### src/hdl/esrs_pkg.sv
// ----------------------------------------------------------------------------
// esrs_pkg
// Shared types, codes and the frame parity function for the encoder
// register-read sequencer.
// ----------------------------------------------------------------------------
package esrs_pkg;

  localparam logic [1:0] OP_START_RAW   = 2'd0;
  localparam logic [1:0] OP_START_ANGLE = 2'd1;
  localparam logic [1:0] OP_FRAME_DONE  = 2'd2;

  localparam logic [2:0] KIND_SEND       = 3'd0;
  localparam logic [2:0] KIND_RAW_DONE   = 3'd1;
  localparam logic [2:0] KIND_ANGLE_OK   = 3'd2;
  localparam logic [2:0] KIND_ANGLE_FAIL = 3'd3;
  localparam logic [2:0] KIND_REJECT     = 3'd4;

  localparam logic [1:0] PH_IDLE = 2'd0;
  localparam logic [1:0] PH_CMD  = 2'd1;
  localparam logic [1:0] PH_NOP  = 2'd2;

  localparam logic [1:0] REG_MAX_ATTEMPTS = 2'd0;

  localparam logic [13:0] ANGLE_ADDR      = 14'h3FFF;
  localparam logic [15:0] READ_NOP        = 16'hC000;
  localparam logic [3:0]  MAX_ATTEMPTS_RST = 4'd3;

  typedef struct packed {
    logic [1:0]  opcode;
    logic [13:0] reg_address;
    logic [15:0] rx_word;
  } item_t;

  typedef struct packed {
    logic [2:0]  kind;
    logic [15:0] tx_word;
    logic [15:0] read_value;
  } result_t;

  function automatic logic parity15(input logic [15:0] w);
    return ^w[14:0];
  endfunction

  function automatic logic [15:0] read_command(input logic [13:0] addr);
    logic [15:0] cmd;
    cmd = {2'b01, addr};
    cmd[15] = parity15(cmd);
    return cmd;
  endfunction

endpackage

### src/hdl/esrs_seq.sv
// ----------------------------------------------------------------------------
// esrs_seq
// Sequencer state and the per-request decision: builds command frames,
// checks angle replies and handles retries.
// ----------------------------------------------------------------------------
module esrs_seq (
  input  logic                clk,
  input  logic                rst_n,
  input  logic                step,
  input  esrs_pkg::item_t     item,
  input  logic [3:0]          max_attempts,
  output esrs_pkg::result_t   res
);

  logic [1:0]  phase_r, phase_nxt;
  logic        angle_mode_r, angle_mode_nxt;
  logic [3:0]  attempts_r, attempts_nxt;
  logic [15:0] held_cmd_r, held_cmd_nxt;
  logic        busy;
  logic        reply_good;

  assign busy = (phase_r == esrs_pkg::PH_CMD) || (phase_r == esrs_pkg::PH_NOP);
  assign reply_good = !item.rx_word[14] &&
                      (esrs_pkg::parity15(item.rx_word) == item.rx_word[15]);

  always_comb begin
    phase_nxt      = phase_r;
    angle_mode_nxt = angle_mode_r;
    attempts_nxt   = attempts_r;
    held_cmd_nxt   = held_cmd_r;
    res            = '{kind: esrs_pkg::KIND_REJECT, tx_word: 16'd0, read_value: 16'd0};
    case (item.opcode)
      esrs_pkg::OP_START_RAW, esrs_pkg::OP_START_ANGLE: begin
        if (!busy) begin
          angle_mode_nxt = item.opcode[0];
          attempts_nxt   = {3'd0, item.opcode[0]};
          held_cmd_nxt   = esrs_pkg::read_command(item.opcode[0] ? esrs_pkg::ANGLE_ADDR
                                                                 : item.reg_address);
          phase_nxt      = esrs_pkg::PH_CMD;
          res.kind       = esrs_pkg::KIND_SEND;
          res.tx_word    = held_cmd_nxt;
        end
      end
      esrs_pkg::OP_FRAME_DONE: begin
        if (phase_r == esrs_pkg::PH_CMD) begin
          phase_nxt   = esrs_pkg::PH_NOP;
          res.kind    = esrs_pkg::KIND_SEND;
          res.tx_word = esrs_pkg::READ_NOP;
        end else if (phase_r == esrs_pkg::PH_NOP) begin
          if (!angle_mode_r) begin
            phase_nxt      = esrs_pkg::PH_IDLE;
            res.kind       = esrs_pkg::KIND_RAW_DONE;
            res.read_value = item.rx_word;
          end else if (reply_good) begin
            phase_nxt      = esrs_pkg::PH_IDLE;
            res.kind       = esrs_pkg::KIND_ANGLE_OK;
            res.read_value = {2'b00, item.rx_word[13:0]};
          end else if (attempts_r < max_attempts) begin
            attempts_nxt = attempts_r + 4'd1;
            phase_nxt    = esrs_pkg::PH_CMD;
            res.kind     = esrs_pkg::KIND_SEND;
            res.tx_word  = held_cmd_r;
          end else begin
            phase_nxt = esrs_pkg::PH_IDLE;
            res.kind  = esrs_pkg::KIND_ANGLE_FAIL;
          end
        end
      end
      default: begin
        res.kind = esrs_pkg::KIND_REJECT;
      end
    endcase
  end

  always_ff @(posedge clk) begin
    if (!rst_n) begin
      phase_r      <= esrs_pkg::PH_IDLE;
      angle_mode_r <= 1'b0;
      attempts_r   <= 4'd0;
      held_cmd_r   <= 16'd0;
    end else if (step) begin
      phase_r      <= phase_nxt;
      angle_mode_r <= angle_mode_nxt;
      attempts_r   <= attempts_nxt;
      held_cmd_r   <= held_cmd_nxt;
    end
  end

endmodule

### src/hdl/encoder_spi_read_sequencer.sv
// ----------------------------------------------------------------------------
// encoder_spi_read_sequencer
// Requests pass through the input register, then the result register.
// Accepts one request per cycle; an output stall holds both registers
// and stalls the input in the same cycle.
// Reset (synchronous, rst_n low): idle phase, pipeline empty,
// max_attempts = 3.
// ----------------------------------------------------------------------------
module encoder_spi_read_sequencer (
  input  logic        clk,
  input  logic        rst_n,
  input  logic        in_valid,
  output logic        in_stall,
  input  logic [1:0]  in_opcode,
  input  logic [13:0] in_reg_address,
  input  logic [15:0] in_rx_word,
  output logic        out_valid,
  input  logic        out_stall,
  output logic [2:0]  out_kind,
  output logic [15:0] out_tx_word,
  output logic [15:0] out_read_value,
  input  logic        psel,
  input  logic        penable,
  input  logic        pwrite,
  input  logic [1:0]  paddr,
  input  logic [31:0] pwdata,
  output logic [31:0] prdata,
  output logic        pready
);

  logic              s1_valid_r;
  esrs_pkg::item_t   s1_item_r;
  logic              out_valid_r;
  esrs_pkg::result_t out_res_r;
  esrs_pkg::result_t res;
  logic [3:0]        max_attempts_r;
  logic              advance;
  logic              in_fire;

  assign pready  = 1'b1;
  assign prdata  = {28'd0, max_attempts_r};

  always_ff @(posedge clk) begin
    if (!rst_n) begin
      max_attempts_r <= esrs_pkg::MAX_ATTEMPTS_RST;
    end else if (psel && penable && pwrite && pready &&
                 (paddr == esrs_pkg::REG_MAX_ATTEMPTS)) begin
      max_attempts_r <= pwdata[3:0];
    end
  end

  assign advance  = s1_valid_r && !(out_valid_r && out_stall);
  assign in_stall = s1_valid_r && !advance;
  assign in_fire  = in_valid && !in_stall;

  always_ff @(posedge clk) begin
    if (!rst_n) begin
      s1_valid_r <= 1'b0;
    end else if (in_fire) begin
      s1_valid_r <= 1'b1;
    end else if (advance) begin
      s1_valid_r <= 1'b0;
    end
  end

  always_ff @(posedge clk) begin
    if (in_fire) begin
      s1_item_r <= '{opcode: in_opcode, reg_address: in_reg_address, rx_word: in_rx_word};
    end
  end

  esrs_seq u_seq (
    .clk          (clk),
    .rst_n        (rst_n),
    .step         (advance),
    .item         (s1_item_r),
    .max_attempts (max_attempts_r),
    .res          (res)
  );

  always_ff @(posedge clk) begin
    if (!rst_n) begin
      out_valid_r <= 1'b0;
    end else if (advance) begin
      out_valid_r <= 1'b1;
    end else if (!out_stall) begin
      out_valid_r <= 1'b0;
    end
  end

  always_ff @(posedge clk) begin
    if (advance) begin
      out_res_r <= res;
    end
  end

  assign out_valid      = out_valid_r;
  assign out_kind       = out_res_r.kind;
  assign out_tx_word    = out_res_r.tx_word;
  assign out_read_value = out_res_r.read_value;

endmodule
### config.mk
export PLATFORM = sky130hd
export DESIGN_NAME = encoder_spi_read_sequencer
export DESIGN_NICKNAME = d
export VERILOG_FILES = /design/src/hdl/esrs_pkg.sv /design/src/hdl/esrs_seq.sv /design/src/hdl/encoder_spi_read_sequencer.sv
export SDC_FILE = /design/constraint.sdc
export NUM_CORES = 1
export LEC_CHECK = 0
export ABC_AREA = 1
export BUFFER_PORTS_ARGS = -buffer_cell sky130_fd_sc_hd__clkbuf_2
export CAP_MARGIN = 10
export CORE_ASPECT_RATIO = 1.25
export CORE_MARGIN = 2
export CORE_UTILIZATION = 30
export CTS_CLUSTER_DIAMETER = 120
export DETAILED_ROUTE_END_ITERATION = 7
export PLACE_DENSITY = 0.59
export SYNTH_ARGS = -nofsm -noshare
export SYNTH_HDL_FRONTEND = slang
export SYNTH_SLANG_ARGS = --single-unit
export TNS_END_PERCENT = 50
### constraint.sdc
create_clock -name clk -period 7.35 [get_ports clk]
set_clock_uncertainty 0.2 [all_clocks]
set_input_delay 2.205 -clock clk [delete_from_list [all_inputs] [get_ports clk]]
set_output_delay 2.205 -clock clk [all_outputs]
set_load 0.03 [all_outputs]
==> qor.yml <==
power_and_ir_drop:
  leakage_nw: 2.40
  power_density_nw_per_um2: 243
  vdd_drop_max_mv: 0.100
timing:
  fin_ws_ns: 2.23
  post-route-period-util_pct: 69.7
  final-max-slew-violation-count: 0
  tns_ns: 0
  worstMarginPinSlew_ns: 1.01
  slew_headroom_pct: 32.7
  rsz0062_at_grt: "no"
  hold_viol_final: 0
  timing.fmax_ghz: 0.195
  period_needed_ns: 5.12
  setup_viol: 0
clock_tree:
  cts_hold_buf: 0
  htreeDepth: 3
  cts_buffers: 9
  clock_sinks: 96
  clk_latency_ns: 0.34
  cts_tree: "yes"
  clockRootBuffer: "clkbuf_16"
  cts_resized: 0
  clockBufferDepth: 2
  post_cts_buffers: 0
  path_clk_slew_ns: 0.06
grt:
  grt_pass1_wl_um: 14800
  grt_usage_pct: 11.7
  grt_max_degree: 37
  grt_overflow: 0
  antenna_found_initial: 0
  grt_pass1_vias: 3163
synthesis:
  yosysWarningCount: 0
  ys_types: 36
  synthSimpleGateAreaFrac_pct: 21.4
  synth_top_family_by_area: "simple AND/OR/NAND/NOR gates"
  synth_area_per_cell_sq_um: 9.40
  synthMuxAreaShare_pct: 0
  seq_area_frac_synth_pct: 57.0
  yosys.area_share.xor_xnor_pct: 2.67
  ys_seq_elements: 96
  synth_compound_area_share_pct: 6.62
  synth_fa_ha_area_share_pct: 1.65
  synth_area_sq_um: 4550
  synthCells: 484
final_layout:
  syn_to_final_growth_pct: 18.2
  layout_commonest_cell: "nand2_1"
  finalNetCount: 649
  n_fill_cell: 1518
  design_area_sq_um: 5380
  diodes: 0
  layout.cells.most_common_list: "128 x nand2_1, 85 x clkbuf_2, 67 x edfxtp_1"
  drive_gt1_share_pct: 21.7
detailed_routing:
  drtIter0Drc: 161
  ant_nets: 0
  viasPerCell: 4.33
  drc: 0
  wirelength_um: 9290
  routedWlPerCell_um: 12.3
  dr.pass1.iters: 5
  num_vias: 3279
critical_path:
  cpLargestDelayFamily: "buffers and inverters"
  worst-path-buf-inv: 2
  cp.required_ns: 4.95
  endpoint_kind: "primary output"
  critPathLaunchType: "primary input"
  cpMostUsedCell: "clkbuf_2"
  slowest_stage: "clkbuf_2"
  cpPeakStageDelay_ns: 0.23
  worstPathMaxFanout: 3
  cp_cell_sequence: "clkbuf_2, nand2_1, nor2_1, clkbuf_2"
  crit_arrival_ns: 2.72
  path_class: "primary input to primary output"
floorplanning:
  ios: 143
  die_y_um: 142
  core_sq_um: 14900
  dieArea_sq_um: 16200
  die_x_um: 114
  row_count: 50
  initial_utilization_pct: 30.6
place:
  portBuffers: 85
  placed_cell_area_sq_um: 5050
  dp_worst_setup_slack_ns: 2.23
  hpwl_um: 7000
  gp_congestion: 0.810
status:
  status: "complete, no violations"
worst_hold_path:
  hp-class: "register to register"
job:
  maxCapViolCount: 0
## path summary, 6_finish.rpt
| check | start | endpoint | slack [ns] | depth (start not counted) |
|---|---|---|---|---|
| worst min-delay path | u_seq.held_cmd_r[6]$_SDFFE_PN0P_ | u_seq.held_cmd_r[6]$_SDFFE_PN0P_ | 0.27 | 2 |
| worst max-delay path | out_stall | in_stall | 2.23 | 4 |
| worst min register to register | u_seq.held_cmd_r[6]$_SDFFE_PN0P_ | u_seq.held_cmd_r[6]$_SDFFE_PN0P_ | 0.27 | 2 |
| worst max register to register | u_seq.phase_r[0]$_SDFFE_PN0P_ | u_seq.held_cmd_r[10]$_SDFFE_PN0P_ | 4.30 | 9 |
## cell usage after synthesis (all sizes together)
library cell	number	area, sq um
nand2	128	480
edfxtp	67	2010
inv	54	203
nor2	51	229
buf	36	264
dfxtp	29	581
nand3	29	155
o21ai	18	101
a21oi	16	80.1
a211oi	10	75.1
or2	7	43.8
xor2	7	61.3
ha	6	75.1
xnor2	6	60.1
nand4	5	31.3
clkbuf	3	11.3
nor3	3	26.3
conb	2	7.51
a21o	1	7.51
a31oi	1	6.26
clkinv	1	3.75
nor4	1	6.26
o211ai	1	7.51
o311ai	1	16.3
o31ai	1	7.51
## power by group
part           internal (mW)  switching, mW
logic                 0.0535          0.127
clock network          0.304          0.194
registers              0.613         0.0184
total                  0.971          0.339
## kinds of logic after synthesis
group                    Yosys count
AND/OR/NAND/NOR                  224
AO/OA/AOI/OAI                     49
XOR/XNOR                          13
buffers and inverters             94
adder cells (fa/ha/maj)            6
other                              2
flip-flops                        96
## state kept, by name, indices dropped and copies added (netlist names)
register,flops
max_attempts_r,4
out_kind,3
out_read_value,16
out_tx_word,16
out_valid,1
s1_item_r,32
s1_valid_r,1
u_seq.angle_mode_r,1
u_seq.attempts_r,4
u_seq.held_cmd_r,16
u_seq.phase_r,2
## cell type report
| type | count | area (sq um) | share of cell area, % |
|---|---|---|---|
| Clock buffer | 13 | 282 | 5.23 |
| Clock inverter | 3 | 46.3 | 0.860 |
| Inverter | 55 | 206 | 3.84 |
| Multi-Input combinational cell | 321 | 1590 | 29.5 |
| Sequential cell | 96 | 2590 | 48.2 |
| Tap cell | 182 | 228 | 4.23 |
| Timing Repair Buffer | 87 | 440 | 8.18 |
## through the flow
| stage | utilization, % | hold WS (ns) | instances | power (mW) |
|---|---|---|---|---|
| 6_report | 36.1 | 0.270 | 757 | 1.31 |
| 2_1_floorplan | - | 0.241 | 511 | 0.787 |
| 3_3_place_gp | 33.9 | 0.249 | 741 | 0.819 |
| 4_1_cts | 36.1 | 0.272 | 757 | 1.33 |
| 5_1_grt | 36.1 | 0.301 | 757 | 1.37 |
| 3_5_place_dp | 33.9 | 0.261 | 741 | 0.825 |
## layer usage
| metal | global-route usage [%] | routed length, um | vias to the layer above |
|---|---|---|---|
| met5 | 0 | 0 | - |
| met4 | 6.23 | 209 | 0 |
| met3 | 2.18 | 351 | 15 |
| met2 | 20.9 | 4880 | 81 |
| met1 | 13.2 | 3850 | 1484 |
| li1 | - | - | 1699 |
## worst reg2reg max path, cell delays in order, from the launching register on
cell and delay [ns]:
dfxtp_1 0.36, inv_1 0.06, ha_1 0.27, inv_1 0.08
nor2_4 0.22, clkinv_1 0.32, nor2_2 0.87, inv_1 0.32
nand2_1 0.14, a21oi_1 0.07
Power figures use the tool's default switching activity.
